[src/sv/grra_pkg.sv]
`timescale 1ns / 1ps
`default_nettype none

package grra_pkg;

    localparam int ACT_W = 3;

    localparam logic [ACT_W-1:0] ACT_ADD = 3'd0;
    localparam logic [ACT_W-1:0] ACT_SUB = 3'd1;
    localparam logic [ACT_W-1:0] ACT_MUL = 3'd2;
    localparam logic [ACT_W-1:0] ACT_NEG = 3'd3;
    localparam logic [ACT_W-1:0] ACT_CMP = 3'd4;

    typedef struct packed {
        logic             valid;
        logic [ACT_W-1:0] action;
        logic             equal;
    } ctl_t;

endpackage

`default_nettype wire

[src/sv/grra_reduce.sv]
`timescale 1ns / 1ps
`default_nettype none

module grra_reduce #(
    parameter int COEFF_WIDTH = 32
) (
    input  wire logic                              aclk,
    input  wire logic                              aresetn,
    input  wire logic                              en,
    input  wire grra_pkg::ctl_t                    ctl_in,
    input  wire logic signed [COEFF_WIDTH:0]       lin_in [4],
    input  wire logic signed [2*COEFF_WIDTH-1:0]   prod [16],
    output grra_pkg::ctl_t                         ctl_out,
    output logic signed [2*COEFF_WIDTH+2:0]        exact [4]
);

    import grra_pkg::*;

    localparam int W  = COEFF_WIDTH;
    localparam int EW = 2 * W + 3;

    ctl_t                  ctl3_reg;
    ctl_t                  ctl4_reg;
    logic signed [W:0]     lin3_reg [4];
    logic signed [EW-1:0]  term_next [4][4];
    logic signed [EW-1:0]  term_reg  [4][4];
    logic signed [EW-1:0]  exact_next [4];
    logic signed [EW-1:0]  exact_reg  [4];

    // products: index 4*i+j for left {a,b,c,d}[i] times right {x,y,z,w}[j]
    always_comb begin
        term_next[0][0] = EW'(prod[0])  + EW'(prod[7]);
        term_next[0][1] = EW'(prod[10]) + EW'(prod[13]);
        term_next[0][2] = EW'(prod[15]);
        term_next[0][3] = '0;

        term_next[1][0] = EW'(prod[1])  + EW'(prod[4]);
        term_next[1][1] = EW'(prod[11]) + EW'(prod[14]);
        term_next[1][2] = '0;
        term_next[1][3] = '0;

        term_next[2][0] = EW'(prod[2])  + EW'(prod[5]);
        term_next[2][1] = EW'(prod[8])  + EW'(prod[7]);
        term_next[2][2] = EW'(prod[10]) + EW'(prod[13]);
        term_next[2][3] = EW'(prod[15]) <<< 1;

        term_next[3][0] = EW'(prod[3])  + EW'(prod[6]);
        term_next[3][1] = EW'(prod[9])  + EW'(prod[12]);
        term_next[3][2] = EW'(prod[11]) + EW'(prod[14]);
        term_next[3][3] = '0;
    end

    always_comb begin
        for (int i = 0; i < 4; i++) begin
            if (ctl3_reg.action == ACT_MUL) begin
                exact_next[i] = term_reg[i][0] + term_reg[i][1]
                              + term_reg[i][2] + term_reg[i][3];
            end else begin
                exact_next[i] = EW'(lin3_reg[i]);
            end
        end
    end

    always_ff @(posedge aclk) begin
        if (!aresetn) begin
            ctl3_reg <= '0;
            ctl4_reg <= '0;
        end else if (en) begin
            ctl3_reg <= ctl_in;
            ctl4_reg <= ctl3_reg;
        end
    end

    always_ff @(posedge aclk) begin
        if (en) begin
            lin3_reg  <= lin_in;
            term_reg  <= term_next;
            exact_reg <= exact_next;
        end
    end

    assign ctl_out = ctl4_reg;
    assign exact   = exact_reg;

endmodule

`default_nettype wire

[config.mk]
export PLATFORM = sky130hd
export DESIGN_NAME = grra_reduce
export DESIGN_NICKNAME = d
export VERILOG_FILES = /design/src/sv/grra_pkg.sv /design/src/sv/grra_reduce.sv
export SDC_FILE = /design/constraint.sdc
export NUM_CORES = 2
export LEC_CHECK = 0
export ABC_AREA = 1
export BUFFER_PORTS_ARGS = -buffer_cell sky130_fd_sc_hd__clkbuf_2
export CAP_MARGIN = 20
export CORE_AREA = 2 2 567 569
export DETAILED_ROUTE_END_ITERATION = 6
export DIE_AREA = 0 0 569 571
export PLACE_DENSITY = 0.55
export SLEW_MARGIN = 30
export SYNTH_ARGS = -nofsm -noshare
export SYNTH_HDL_FRONTEND = slang
export SYNTH_SLANG_ARGS = --single-unit
[constraint.sdc]
create_clock -name aclk -period 4.24 [get_ports aclk]
set_clock_uncertainty 0.05 [all_clocks]
set_input_delay 0.212 -clock aclk [delete_from_list [all_inputs] [get_ports aclk]]
set_output_delay 0.212 -clock aclk [all_outputs]
set_load 0.01 [all_outputs]
# After elaboration in Yosys (flattened, before gate mapping)
# Index checks and enable logic that the tools add are counted.
[totals]
ff_bits = 1074
elab_cells = 45
inputBits = 1164
[classes]
n_addsub = 16
mux = 4
n_eq_ne = 1
[op_table]
columns = ["operator", "n"]
rows = [
  ["adder 64 x 64 -> 65 bit", 8],
  ["adder 67 bit", 6],
  ["2-to-1 mux 67 bit", 4],
  ["adder 67 x 64 -> 67 bit", 1],
  ["adder 67 x 65 -> 67 bit", 1],
  ["== test 3 x 2 -> 1 bit, second input constant", 1],
]

# Depth between registers and ports, before layout
[logic_depth]
ltp_word = 4
ltp_mapped = 20
depth_no_buf = 20

# Worst setup path after synthesis
# Ideal clock, no wire load.
[synth_path]
path_kind = "flip-flop to flip-flop"
from = "reg term_reg[337] (netlist bit)"
to = "reg exact_reg, in the netlist exact[129] (data pin)"
required_time_ps = 3926
synth_period_minus_slack_ps = 3321
stages_incl_launch_ff = 19
slack_ps = 919
t_arrival_ps = 3006
setup_time_ps = 264
path_cell_list = "edfxtp_1 > inv_1 > fa_1 > fa_1 > inv_1 > ha_1 > fa_1 > nand3_1 > nand2_1 > nand2_1 > nand2_1 > a21oi_2 > inv_1 > nand2_1 > nand2_2 > nand2_1 > nand3_1 > nand3_1 > nand2_1"
[synth_lines]
columns = ["element", "line", "rtl"]
rows = [
  ["start, declared", "grra_reduce.sv:26", "logic signed [EW-1:0] term_reg [4][4];"],
  ["start signal, assigned", "grra_reduce.sv:77", "term_reg <= term_next;"],
  ["end signal, assigned", "grra_reduce.sv:78", "exact_reg <= exact_next;"],
  ["end, declared", "grra_reduce.sv:28", "logic signed [EW-1:0] exact_reg [4];"],
]

==> results.json <==
{
  "fmax_mhz": 251,
  "violations": "design-rule violations",
  "drive_gt1_share_pct": 12.3,
  "netlist_area_sq_um": 98700,
  "grt_util_met2_pct": 55.4,
  "setup_slack_ns": 0.262,
  "clock_sinks": 994,
  "synth_compound_gate_area_share_pct": 12.2,
  "yosys.area.top_type_share_pct": 29.9,
  "overflow": 0,
  "place_worst_setup_slack_ns": 0.287,
  "hold_slack_ns": 0.0270,
  "synthTopCellsByCount": "3993 x nand2_1, 2566 x inv_1, 1577 x nor2_1, 1074 x a21oi_1, 984 x edfxtp_1",
  "rsz0062_at_grt": "no",
  "drc": 1,
  "grt_pass1_wl_microns": 768000,
  "slew_headroom_pct": 34.5,
  "ios": 1437,
  "tns_ns": 0,
  "largest_reg_flops": 584,
  "grtUsageTotal_pct": 33.8,
  "vias": 106768,
  "async_flop_share_pct": 0,
  "core_area_sq_um": 319000,
  "cts_tree": "built",
  "ys_types": 44,
  "cts_max_level": 3,
  "final_nets": 18660,
  "antenna_found_initial": 78,
  "p_leak_nw": 59.7,
  "met3_usage_pct": 4.52,
  "dieWidth_microns": 569,
  "ant_nets": 0,
  "met1_usage_pct": 40.8,
  "placed_cell_area_sq_um": 112000,
  "path_clk_slew_ns": 0.07,
  "end_kind": "flip-flop",
  "syn_nets": 16391,
  "synth.most_common_cell": "nand2_1",
  "cap_violations": 0,
  "drt-initial-drc-count": 10619,
  "critPathRequiredTime_ns": 4.74,
  "synthAdderAreaFrac_pct": 15.3,
  "synthTopCellsByArea": "edfxtp_1 30%, nand2_1 15%, ha_1 9.8%, inv_1 9.8%, nor2_1 6.0%",
  "die_y_microns": 571,
  "vias_per_cell": 5.14,
  "synth_seq_cells": 994,
  "synth_simple_gate_area_share_pct": 28.5,
  "hold_class": "primary input to flip-flop",
  "first_global_vias": 102089,
  "synth.area.mux_share_pct": 0,
  "drt_first_pass_iters": 7,
  "start_util_pct": 30.9,
  "tightest_slew_ns": 0.976,
  "yosysWarnings": 0,
  "cts_buffers": 121,
  "gp_congestion": 1.05,
  "die-area_sq_um": 325000,
  "avgSynthCellArea_sq_um": 6.96,
  "clk_latency_ns": 0.87,
  "nFillCells": 34756,
  "hpwl_microns": 501000,
  "synth-edff-count": 984,
  "area_growth_pct": 24.4,
  "ir_worst_vdd_v": 0.000371,
  "synth_largest_area_cell": "edfxtp_1",
  "p_per_area_nw_per_um2": 512,
  "ys_seq_area_share_pct": 30.1,
  "path_max_fanout": 5,
  "wl_per_cell_microns": 27.4,
  "busiest_layer": "met2",
  "hold_viol_final": 0,
  "fin_area_sq_um": 123000,
  "arrival_ns": 4.47,
  "clock_path_buffers": 3,
  "finalCritPeriodShare_pct": 93.8,
  "outcome": "finished with violations",
  "crit_type": "flip-flop to flip-flop",
  "grt_max_degree": 95,
  "synth_ff_type": "edfxtp_1",
  "synth-xor-area-share_pct": 3.62,
  "synth_top_family_by_area": "simple AND/OR/NAND/NOR gates",
  "finalWorstPathRequiredPeriod_ns": 3.98,
  "startpoint_type": "flip-flop",
  "portBuffers": 1436,
  "synth_cells": 14184,
  "setup_viol": 0,
  "ctsRootBufferMaster": "clkbuf_16",
  "slew_violations": 0,
  "wl_microns": 569000,
  "rows": 208
}
[cell type report]
class / count / area [sq um] / area share, %
Antenna cell: 37 / 92.6 / 0.0754
Clock buffer: 139 / 3100 / 2.52
Inverter: 2608 / 9790 / 7.98
Multi-Input combinational cell: 10525 / 59000 / 48.0
Sequential cell: 994 / 29700 / 24.2
Timing Repair Buffer: 2203 / 14800 / 12.0
Tap cell: 4200 / 5260 / 4.28
Clock inverter: 86 / 1030 / 0.841
[layout by cell type (no fill, tap or decap), drive strengths merged, types with 49 or more instances in the layout]
master	synthesis	final
nor2	1659	1659
inv	2602	2620
or2	49	49
o21bai	186	186
dlygate4sd3	0	638
nand4	128	128
xnor2	127	127
ha	771	771
clkbuf	30	1574
a21o	87	87
nor3	193	193
nand3	745	745
buf	26	130
o21ai	707	707
nand2	4045	4045
a31oi	52	52
xor2	281	281
a21oi	1110	1110
edfxtp	984	984
fa	272	272
[cells by family (layout without fill, tap and decap cells)]
group / Yosys count / after routing
AOI/OAI and AO/OA: 2192 / 2192
buffers and inverters: 2665 / 5036
DFF: 994 / 994
other: 0 / 37
adders and majority gates: 1043 / 1043
xor gates and xnor gates: 408 / 408
and+or+nand+nor: 6882 / 6882
[routing by layer]
layer | up-vias | wire length (microns)
met5 | - | 175
met2 | 4601 | 259000
met3 | 1015 | 38000
met4 | 24 | 47300
li1 | 50295 | -
met1 | 50833 | 224000
[critical path, stage by stage (launching register included)]
cell	delay (ns)
edfxtp_1	0.37
inv_1	0.07
fa_1	0.50
fa_1	0.50
inv_1	0.04
ha_1	0.22
fa_1	0.48
nand3_1	0.10
nand2_1	0.18
nand2_1	0.11
nand2_1	0.17
nand3_1	0.13
nand2_1	0.10
nand2_1	0.08
nand2_1	0.19
nand2_1	0.15
nand3_1	0.08
nand3_1	0.09
nand2_1	0.05
[final timing paths]
kind                       from      endpoint  slack (ns)  cells past startpoint
setup / recovery  term_reg[337]    exact[133]        0.26                     18
hold reg to reg    lin3_reg[85]    exact[153]        0.43                      2
setup reg to reg  term_reg[337]    exact[133]        0.26                     18
hold / removal       lin_in[39]  lin3_reg[39]        0.03                      2
[where the power goes]
| part | internal, mW | switching (mW) | leakage [nW] |
|---|---|---|---|
| combinational | 11.4 | 26.2 | 48.0 |
| sequential | 12.7 | 1.48 | 9.72 |
| clock | 6.12 | 4.92 | 1.96 |
[timing repair]
item / in CTS / in global routing
hold buffers: 637 / 1
endpoints found under the hold margin: 451 / 1
setup buffers: 0 / 1
gates resized for setup: 0 / 2
endpoints found under the setup margin: 0 / 3
[per-stage QoR]
stage	total power, mW	cells	utilization [%]
2_1_floorplan	34.5	14184	-
3_3_place_gp	50.6	19891	35.1
3_5_place_dp	50.5	19891	35.1
4_1_cts	62.4	20753	38.4
5_1_grt	66.5	20775	38.4
6_report	62.9	20792	38.4
Note: power is estimated with default switching activity, not from simulation.
